--- src/rtl/crsp_pkg.sv ---
`timescale 1ns / 1ps
// ----------------------------------------------------------------------------
// crsp_pkg
// Shared constants and types for the Catmull-Rom segment sampler.
// ----------------------------------------------------------------------------
package crsp_pkg;

   localparam int COORD_BITS_DEF = 16;    // Q8.8 coordinates
   localparam int T_BITS         = 16;    // Q0.16 curve parameter
   localparam int COEF_GUARD     = 4;     // growth of the cubic coefficients
   localparam int ACC_GUARD      = 24;    // growth of the Horner accumulator

   localparam logic [T_BITS-1:0] T_STEP_RESET = 16'd1638;  // about 0.025
   localparam logic [T_BITS-1:0] T_STEP_MIN   = 16'd1024;  // caps a segment at 64 words

   // control from the sequencer to the shared multiply-round-add unit
   typedef struct packed {
      logic enable;     // load the product register
      logic seed_sel;   // multiply the fresh seed instead of the running sum
   } mac_ctl_type;

endpackage

--- src/rtl/crsp_mac.sv ---
`timescale 1ns / 1ps
// ----------------------------------------------------------------------------
// crsp_mac
// Shared Horner step: prod = x * t registered, then rnd(prod / 2^16) + k * 2^16.
// ----------------------------------------------------------------------------
module crsp_mac #(
   parameter int COORD_BITS = crsp_pkg::COORD_BITS_DEF
) (
   input  logic                                                      clock,
   input  crsp_pkg::mac_ctl_type                                     ctl,
   input  logic signed [COORD_BITS+crsp_pkg::ACC_GUARD-1:0]          seed,
   input  logic signed [COORD_BITS+crsp_pkg::COEF_GUARD-1:0]         coef,
   input  logic        [crsp_pkg::T_BITS-1:0]                        t_value,
   output logic signed [COORD_BITS+crsp_pkg::ACC_GUARD-1:0]          acc
);

   localparam int KW = COORD_BITS + crsp_pkg::COEF_GUARD;
   localparam int HW = COORD_BITS + crsp_pkg::ACC_GUARD;
   localparam int PW = HW + crsp_pkg::T_BITS + 1;
   localparam int TB = crsp_pkg::T_BITS;

   logic signed [PW-1:0] prod_ff;
   logic signed [PW-1:0] prod_in;
   logic signed [PW-1:0] prod_rnd;
   logic signed [HW-1:0] mul_op;
   logic signed [HW-1:0] coef_shift;

   // round half up, drop the 16 fraction bits, add the next coefficient
   assign prod_rnd   = prod_ff + PW'(1 << (TB - 1));
   assign coef_shift = {{(HW-KW-TB){coef[KW-1]}}, coef, {TB{1'b0}}};
   assign acc        = prod_rnd[HW+TB-1:TB] + coef_shift;

   assign mul_op  = ctl.seed_sel ? seed : acc;
   assign prod_in = mul_op * $signed({1'b0, t_value});

   always_ff @(posedge clock) begin
      if (ctl.enable) begin
         prod_ff <= prod_in;
      end
   end

endmodule

--- src/rtl/catmull_rom_segment_points.sv ---
`timescale 1ns / 1ps
// Per sample word the sequencer steps through AX, BX, CX, AY, BY, CY and DY
//   (three multiplies per axis on one shared multiplier, then the output step,
//   which holds while a result word waits); ceil(65536 / step) words per
//   segment. Points, stored ones included, are taken only in the idle state, so
//   no point is taken while a segment is being sampled.
// Reset (synchronous): clears the held point count, restores t_increment to
//   1638 and drops any pending result word.
// ----------------------------------------------------------------------------
// catmull_rom_segment_points
// Uniform Catmull-Rom segment sampler: keeps three control points and, for
// each further point, walks t over [0,1) evaluating the cubic in Horner form.
// ----------------------------------------------------------------------------
module catmull_rom_segment_points #(
   parameter int COORD_BITS = crsp_pkg::COORD_BITS_DEF,
   localparam int TDW = ((2 * COORD_BITS + 7) / 8) * 8
) (
   input  logic                         clock,
   input  logic                         reset,
   // control points
   input  logic                         req_tvalid,
   output logic                         req_tready,
   input  logic [TDW-1:0]               req_tdata,   // point_x, point_y, zero pad
   input  logic                         req_tuser,   // start_curve
   // curve samples
   output logic                         rsp_tvalid,
   input  logic                         rsp_tready,
   output logic [TDW-1:0]               rsp_tdata,   // curve_x, curve_y, zero pad
   output logic                         rsp_tlast,   // segment_last
   // t_increment register
   input  logic                         csr_wr_en,
   input  logic [crsp_pkg::T_BITS-1:0]  csr_wr_data
);

   localparam int W  = COORD_BITS;
   localparam int TB = crsp_pkg::T_BITS;
   localparam int KW = W + crsp_pkg::COEF_GUARD;
   localparam int HW = W + crsp_pkg::ACC_GUARD;
   localparam int RW = HW - TB - 1;
   localparam logic signed [RW-1:0] R_MAX = {{(RW-W+1){1'b0}}, {(W-1){1'b1}}};
   localparam logic signed [RW-1:0] R_MIN = ~R_MAX;

   // sequencer: AX/AY seed a*t, BX..CY fold in b and c, AY/DY finish x/y
   typedef enum logic [7:0] {
      PH_IDLE = 8'b0000_0001,
      PH_AX   = 8'b0000_0010,
      PH_BX   = 8'b0000_0100,
      PH_CX   = 8'b0000_1000,
      PH_AY   = 8'b0001_0000,
      PH_BY   = 8'b0010_0000,
      PH_CY   = 8'b0100_0000,
      PH_DY   = 8'b1000_0000
   } phase_type;

   phase_type              phase_ff, phase_in;
   logic [1:0]             held_ff, held_in;
   logic [TB-1:0]          tinc_ff;
   logic [TB-1:0]          step_ff;
   logic [TB-1:0]          t_ff, t_in;
   logic signed [W-1:0]    hist_ff [2][3];
   logic signed [KW-1:0]   coef_a_ff [2], coef_b_ff [2], coef_c_ff [2], coef_d_ff [2];
   logic signed [KW-1:0]   coef_a_in [2], coef_b_in [2], coef_c_in [2], coef_d_in [2];
   logic signed [W-1:0]    res_x_ff;
   logic                   rsp_tvalid_ff;
   logic [TDW-1:0]         rsp_tdata_ff;
   logic                   rsp_tlast_ff;

   logic                   req_take;
   logic                   seg_start;
   logic                   out_free;
   logic                   out_load;
   logic [TB:0]            t_next;
   logic                   t_last;
   logic signed [W-1:0]    point [2];

   crsp_pkg::mac_ctl_type  mac_ctl;
   logic signed [HW-1:0]   mac_seed;
   logic signed [KW-1:0]   mac_coef;
   logic signed [HW-1:0]   mac_acc;
   logic signed [HW-1:0]   fin_sum;
   logic signed [RW-1:0]   fin_r;
   logic signed [W-1:0]    fin_sat;

   assign point[0] = $signed(req_tdata[W-1:0]);
   assign point[1] = $signed(req_tdata[2*W-1:W]);

   assign req_tready = (phase_ff == PH_IDLE);
   assign req_take   = req_tvalid && req_tready;
   assign seg_start  = req_take && !req_tuser && (held_ff == 2'd3);

   assign out_free = !rsp_tvalid_ff || rsp_tready;
   assign out_load = (phase_ff == PH_DY) && out_free;

   // segment ends when the next t would reach 1.0
   assign t_next = {1'b0, t_ff} + {1'b0, step_ff};
   assign t_last = t_next[TB];

   // cubic coefficients; the new point is P3, the history P0..P2
   always_comb begin
      logic signed [KW-1:0] e0, e1, e2, e3;
      for (int ax = 0; ax < 2; ax++) begin
         e0 = KW'(hist_ff[ax][0]);
         e1 = KW'(hist_ff[ax][1]);
         e2 = KW'(hist_ff[ax][2]);
         e3 = KW'(point[ax]);
         coef_a_in[ax] = (e1 <<< 1) + e1 - (e2 <<< 1) - e2 + e3 - e0;
         coef_b_in[ax] = (e0 <<< 1) - (e1 <<< 2) - e1 + (e2 <<< 2) - e3;
         coef_c_in[ax] = e2 - e0;
         coef_d_in[ax] = e1 <<< 1;
      end
   end

   // shared unit operand selection; the product is frozen in the output
   // step so a stalled y result stays put
   always_comb begin
      mac_ctl.enable   = (phase_ff != PH_IDLE) && (phase_ff != PH_DY);
      mac_ctl.seed_sel = (phase_ff == PH_AX) || (phase_ff == PH_AY);
      mac_seed = (phase_ff == PH_AY)
               ? {{(HW-KW-TB){coef_a_ff[1][KW-1]}}, coef_a_ff[1], {TB{1'b0}}}
               : {{(HW-KW-TB){coef_a_ff[0][KW-1]}}, coef_a_ff[0], {TB{1'b0}}};
      case (phase_ff)
         PH_BX:   mac_coef = coef_b_ff[0];
         PH_CX:   mac_coef = coef_c_ff[0];
         PH_AY:   mac_coef = coef_d_ff[0];
         PH_BY:   mac_coef = coef_b_ff[1];
         PH_CY:   mac_coef = coef_c_ff[1];
         PH_DY:   mac_coef = coef_d_ff[1];
         default: mac_coef = '0;
      endcase
   end

   crsp_mac #(
      .COORD_BITS (COORD_BITS)
   ) u_mac (
      .clock   (clock),
      .ctl     (mac_ctl),
      .seed    (mac_seed),
      .coef    (mac_coef),
      .t_value (t_ff),
      .acc     (mac_acc)
   );

   // final factor 0.5 with round half up, then clamp to the coordinate range
   assign fin_sum = mac_acc + HW'(1 << TB);
   assign fin_r   = fin_sum[HW-1:TB+1];
   always_comb begin
      if (fin_r > R_MAX) begin
         fin_sat = R_MAX[W-1:0];
      end else if (fin_r < R_MIN) begin
         fin_sat = R_MIN[W-1:0];
      end else begin
         fin_sat = fin_r[W-1:0];
      end
   end

   always_comb begin
      phase_in = phase_ff;
      t_in     = t_ff;
      held_in  = held_ff;
      case (phase_ff)
         PH_IDLE: begin
            if (req_take) begin
               if (req_tuser) begin
                  held_in = 2'd1;
               end else if (held_ff != 2'd3) begin
                  held_in = held_ff + 2'd1;
               end
               if (seg_start) begin
                  phase_in = PH_AX;
                  t_in     = '0;
               end
            end
         end
         PH_AX:   phase_in = PH_BX;
         PH_BX:   phase_in = PH_CX;
         PH_CX:   phase_in = PH_AY;
         PH_AY:   phase_in = PH_BY;
         PH_BY:   phase_in = PH_CY;
         PH_CY:   phase_in = PH_DY;
         PH_DY: begin
            if (out_free) begin
               phase_in = t_last ? PH_IDLE : PH_AX;
               t_in     = t_next[TB-1:0];
            end
         end
         default: phase_in = PH_IDLE;
      endcase
   end

   always_ff @(posedge clock) begin
      if (reset) begin
         phase_ff      <= PH_IDLE;
         held_ff       <= '0;
         tinc_ff       <= crsp_pkg::T_STEP_RESET;
         rsp_tvalid_ff <= 1'b0;
      end else begin
         phase_ff <= phase_in;
         held_ff  <= held_in;
         if (csr_wr_en) begin
            tinc_ff <= csr_wr_data;
         end
         if (out_load) begin
            rsp_tvalid_ff <= 1'b1;
         end else if (rsp_tready) begin
            rsp_tvalid_ff <= 1'b0;
         end
      end
   end

   // datapath registers, no reset
   always_ff @(posedge clock) begin
      t_ff <= t_in;
      if (req_take) begin
         for (int ax = 0; ax < 2; ax++) begin
            if (req_tuser) begin
               hist_ff[ax][0] <= point[ax];
            end else if (held_ff == 2'd3) begin
               hist_ff[ax][0] <= hist_ff[ax][1];
               hist_ff[ax][1] <= hist_ff[ax][2];
               hist_ff[ax][2] <= point[ax];
            end else begin
               hist_ff[ax][held_ff] <= point[ax];
            end
         end
      end
      if (seg_start) begin
         step_ff <= (tinc_ff < crsp_pkg::T_STEP_MIN) ? crsp_pkg::T_STEP_MIN : tinc_ff;
         for (int ax = 0; ax < 2; ax++) begin
            coef_a_ff[ax] <= coef_a_in[ax];
            coef_b_ff[ax] <= coef_b_in[ax];
            coef_c_ff[ax] <= coef_c_in[ax];
            coef_d_ff[ax] <= coef_d_in[ax];
         end
      end
      if (phase_ff == PH_AY) begin
         res_x_ff <= fin_sat;
      end
      if (out_load) begin
         rsp_tdata_ff <= TDW'({fin_sat, res_x_ff});
         rsp_tlast_ff <= t_last;
      end
   end

   assign rsp_tvalid = rsp_tvalid_ff;
   assign rsp_tdata  = rsp_tdata_ff;
   assign rsp_tlast  = rsp_tlast_ff;

   // a waiting word blocks the sequencer in its output step
   a_stall_hold: assert property (@(posedge clock) disable iff (reset)
      (phase_ff == PH_DY && !out_free) |=> (phase_ff == PH_DY))
      else $error("sequencer left output step while result word was held");

   // a non-final word means more samples of the segment are still in work
   a_more_pending: assert property (@(posedge clock) disable iff (reset)
      (rsp_tvalid && !rsp_tlast) |-> (phase_ff != PH_IDLE))
      else $error("segment ended without a final word");

   // a fourth point of a curve starts a segment walk
   a_seg_start: assert property (@(posedge clock) disable iff (reset)
      seg_start |=> (phase_ff == PH_AX && t_ff == '0))
      else $error("segment did not start at t = 0");

   // nothing is accepted while a segment is being sampled
   a_no_take: assert property (@(posedge clock) disable iff (reset)
      (phase_ff != PH_IDLE) |-> !req_tready)
      else $error("point accepted during segment sampling");

endmodule

--- config.mk ---
export PLATFORM = sky130hd
export DESIGN_NAME = catmull_rom_segment_points
export DESIGN_NICKNAME = d
export VERILOG_FILES = /design/src/rtl/crsp_pkg.sv /design/src/rtl/crsp_mac.sv /design/src/rtl/catmull_rom_segment_points.sv
export SDC_FILE = /design/constraint.sdc
export NUM_CORES = 2
export LEC_CHECK = 0
export ABC_CLOCK_PERIOD_IN_PS = 12200
export BUFFER_PORTS_ARGS = -buffer_cell sky130_fd_sc_hd__buf_4
export CORE_MARGIN = 5
export CORE_UTILIZATION = 48
export CTS_CLUSTER_SIZE = 25
export DETAILED_ROUTE_END_ITERATION = 8
export GPL_TIMING_DRIVEN = 0
export PLACE_DENSITY = 0.66
export SETUP_SLACK_MARGIN = 0.3
export SKIP_CTS_REPAIR_TIMING = 1
export SLEW_MARGIN = 10
export SYNTH_ARGS = -nofsm -noshare
export SYNTH_HDL_FRONTEND = slang
export SYNTH_SLANG_ARGS = --single-unit
--- constraint.sdc ---
create_clock -name clock -period 12.2 [get_ports clock]
set_input_delay 0.61 -clock clock [delete_from_list [all_inputs] [get_ports clock]]
set_output_delay 0.61 -clock clock [all_outputs]
set_load 0.005 [all_outputs]
==> out/results.md <==
| Parameter | This run | Unit |
|---|---|---|
| Summed instance area of the synthesized netlist | 48200 | sq um |
| CP Max Fanout | 10 | - |
| Slew Limit Fails | 0 | - |
| Reg area | 11500 | sq um |
| Initial cell density of the core | 48.2 | % |
| Via count of the first global-routing pass | 35940 | - |
| Post-Synth XOR/XNOR Area | 4.08 | % |
| First-pass DRT Iterations | 6 | - |
| Data required time at the worst endpoint | 12570 | ps |
| Buffers added on ports | 88 | - |
| CTS tree | yes | - |
| Portion of netlist area occupied by mux cells | 0.921 | % |
| Wire length of the first global-routing pass | 204000 | microns |
| Fraction of layout cells with a size suffix above 1 | 6.63 | % |
| Sequential area share after synthesis | 23.8 | % |
| Rel. slew slack | 13.0 | % |
| Post-synthesis sequential element count | 391 | - |
| Post-Place Worst Slack | -1690 | ps |
| Later-pin clock latency in the skew report | 640 | ps |
| Synth-to-Final Area Change | 9.22 | % |
| Utilization of the core after routing | 52.7 | % |
| Pin count of the biggest net entering global routing | 40 | - |
| GRT Residual Overflow | 0 | - |
| Setup skew after layout | 44.6 | ps |
| Transition at the pin with the smallest max-transition slack | 1300 | ps |
| Final worst setup slack | 690 | ps |
| Master of the slowest instance on the critical path | sky130_fd_sc_hd__fa_2 | - |
| Highest cell delay on the worst timing path | 700 | ps |
| Clock sink total | 391 | - |
| Fraction of synthesis flops using an asynchronous set or reset pin | 0 | % |
| Post-DR wirelength/cell | 20.8 | microns |
| Die height | 327 | microns |
| Crit share post-route | 94.3 | % |
| Synthesized netlist cell count | 4769 | - |
| Outcome | finished, final reports clean | - |
| Unrepaired setup endpoints after global routing | no | - |
| Crit path time final | 11510 | ps |
| Data arrival time of the critical path | 11880 | ps |
| Most frequently used flop master after synthesis | sky130_fd_sc_hd__edfxtp_1 | - |
| Sort of element at the end of the critical path | flop | - |
| Dominant combinational cell family by area after synthesis | adder cells | - |
| Cts bufs inserted | 47 | - |
| Worst hold margin | 195 | ps |
| Routed via count | 33733 | - |
| Fill cells | 8889 | - |
| Path class of the lowest-slack min-delay path | input port to flop | - |
| Critical path startpoint category | flop | - |
| Yosys Warn Count | 0 | - |
| Number of enable flip-flop cells after synthesis | 364 | - |
| Adder-Cell Fraction of Synth Area | 41.9 | % |
| Multi-input gate area in the final layout | 32700 | sq um |
| Final wirelength | 131000 | microns |
| Net count after synthesis | 5941 | - |
| Vias per Instance | 5.38 | - |
| Number of hold violations in the final report | 0 | - |
| # IOs | 89 | - |
| Violation count after the first detailed-routing iteration | 2502 | - |
| Post-detailed-placement half-perimeter wirelength | 108000 | microns |
| Cell Rows | 116 | - |
| Average instance area after synthesis | 10.1 | sq um |
| Antenna violations before repair | 3 | - |
| DRC | 0 | - |
| Area of the die | 107000 | sq um |
| Number of antenna-violating nets in the routed design | 0 | - |
| Clock edge transition at the registers on the reported setup and hold paths | 80 | ps |
| Combined global-route utilization of all metal layers | 24.8 | % |
| Total Nets Final | 6102 | - |
| Synth Area in Simple Gates | 13.2 | % |
| Compound-Gate Fraction of Synth Area | 7.06 | % |
| Fmax | 86.9 | MHz |
| Count of maximum capacitance violations | 0 | - |
| Master cell of the clock root buffer | sky130_fd_sc_hd__clkbuf_16 | - |
| Final Setup Violations | 0 | - |
| Placeable core region | 100000 | sq um |
| Placer Congestion | 0.950 | - |
| H-tree depth | 2 | - |
| Type of the worst setup path | flop to flop | - |
| Number of buffers on the longest clock path | 3 | - |
| Horizontal die dimension | 327 | microns |
| Number of unique standard cell types used by synthesis | 86 | - |
[per-layer routing]
metal / share of wire [%] / global-route usage (%)
met5: 0 / 0
met1: 39 / 31.4
met4: 4.4 / 9.49
met2: 50 / 42.7
met3: 6.8 / 4.26
[per-stage QoR]
stage	TNS [ps]	area (sq um)	cells
finish	0	52700	6265
floorplan	0	48200	4769
CTS	-18950	52300	6256
detailed placement	-18100	50800	6171
global placement	-52140	50500	6155
global route	0	52700	6264
[layout make-up]
type                            instances  area share (%)
Antenna cell                            1         0.00475
Buffer                                162            1.37
Clock buffer                           57            2.34
Clock inverter                         28           0.461
Inverter                              998            7.11
Multi-Input combinational cell       3218            62.0
Sequential cell                       391            21.8
Tap cell                             1298            3.08
Timing Repair Buffer                  112            1.87
[synthesized netlist by cell type, types with 27 or more instances]
cell type,number,area share [%]
sky130_fd_sc_hd__inv_1,998,7.8
sky130_fd_sc_hd__fa_1,822,34
sky130_fd_sc_hd__nand2_1,578,4.5
sky130_fd_sc_hd__edfxtp_1,364,23
sky130_fd_sc_hd__ha_1,296,7.7
sky130_fd_sc_hd__and2_1,276,3.6
sky130_fd_sc_hd__nor2_1,169,1.3
sky130_fd_sc_hd__xnor2_1,151,2.7
sky130_fd_sc_hd__clkbuf_1,144,1.1
sky130_fd_sc_hd__o21ai_0,122,1.3
sky130_fd_sc_hd__a21oi_1,106,1.1
sky130_fd_sc_hd__xor2_1,70,1.3
sky130_fd_sc_hd__a21o_1,61,0.95
sky130_fd_sc_hd__nand3_1,57,0.59
sky130_fd_sc_hd__nor3_1,56,0.58
sky130_fd_sc_hd__a22oi_1,49,0.76
sky130_fd_sc_hd__and3_1,40,0.52
sky130_fd_sc_hd__nor2b_1,40,0.52
sky130_fd_sc_hd__dfxtp_1,27,1.1
sky130_fd_sc_hd__nand4_1,27,0.35
[critical path, delay by kind of cell, from the launching register on]
kind,cells,cell delay [ps]
XOR/XNOR,3,470
AO/OA/AOI/OAI,14,3360
adder cells (fa/ha/maj),8,3890
flip-flops,1,400
buffers and inverters,4,410
AND/OR/NAND/NOR,12,2680
[worst paths after layout]
kind                                     from                     endpoint  slack [ps]  cells past startpoint
setup / recovery  u_mac.prod_ff[17]$_DFFE_PP_  u_mac.prod_ff[54]$_DFFE_PP_         690                     41
hold / removal                 csr_wr_data[2]      tinc_ff[2]$_SDFFE_PP1P_         200                      2
setup reg to reg  u_mac.prod_ff[17]$_DFFE_PP_  u_mac.prod_ff[54]$_DFFE_PP_         690                     41
hold reg to reg         res_x_ff[8]$_DFFE_PN_       rsp_tdata[8]$_DFFE_PP_         410                      0
[registers in the layout, summed over array words and instances (netlist names)]
signal         cells
rsp_tlast          1
phase_ff           8
rsp_tdata         32
coef_a_ff         40
step_ff           16
coef_c_ff         34
coef_d_ff         32
u_mac.prod_ff     41
hist_ff           96
res_x_ff          16
held_ff            2
tinc_ff           16
rsp_tvalid         1
t_ff              16
coef_b_ff         40
[placed cells by master (no fill, tap or decap), types with 39 or more instances in the layout]
cell,count
sky130_fd_sc_hd__and2_1,275
sky130_fd_sc_hd__nor3_1,56
sky130_fd_sc_hd__inv_1,998
sky130_fd_sc_hd__a22oi_1,48
sky130_fd_sc_hd__xor2_1,69
sky130_fd_sc_hd__a21o_1,61
sky130_fd_sc_hd__edfxtp_1,364
sky130_fd_sc_hd__o21ai_0,106
sky130_fd_sc_hd__xnor2_1,146
sky130_fd_sc_hd__nor2b_1,40
sky130_fd_sc_hd__and3_1,39
sky130_fd_sc_hd__clkbuf_1,128
sky130_fd_sc_hd__a21oi_1,103
sky130_fd_sc_hd__ha_1,295
sky130_fd_sc_hd__buf_4,101
sky130_fd_sc_hd__nand3_1,57
sky130_fd_sc_hd__fa_1,821
sky130_fd_sc_hd__nor2_1,161
sky130_fd_sc_hd__clkbuf_16,48
sky130_fd_sc_hd__nand2_1,577
[kinds of logic after synthesis]
family	count (synthesis)
AO/OA/AOI/OAI	512
buffers and inverters	1160
adder cells (fa/ha/maj)	1121
multiplexers	42
AND/OR/NAND/NOR	1320
flip-flops	391
XOR/XNOR	223
Power is not shown: default switching activity piles up to over one toggle a cycle in this logic, so the estimate is an artifact.
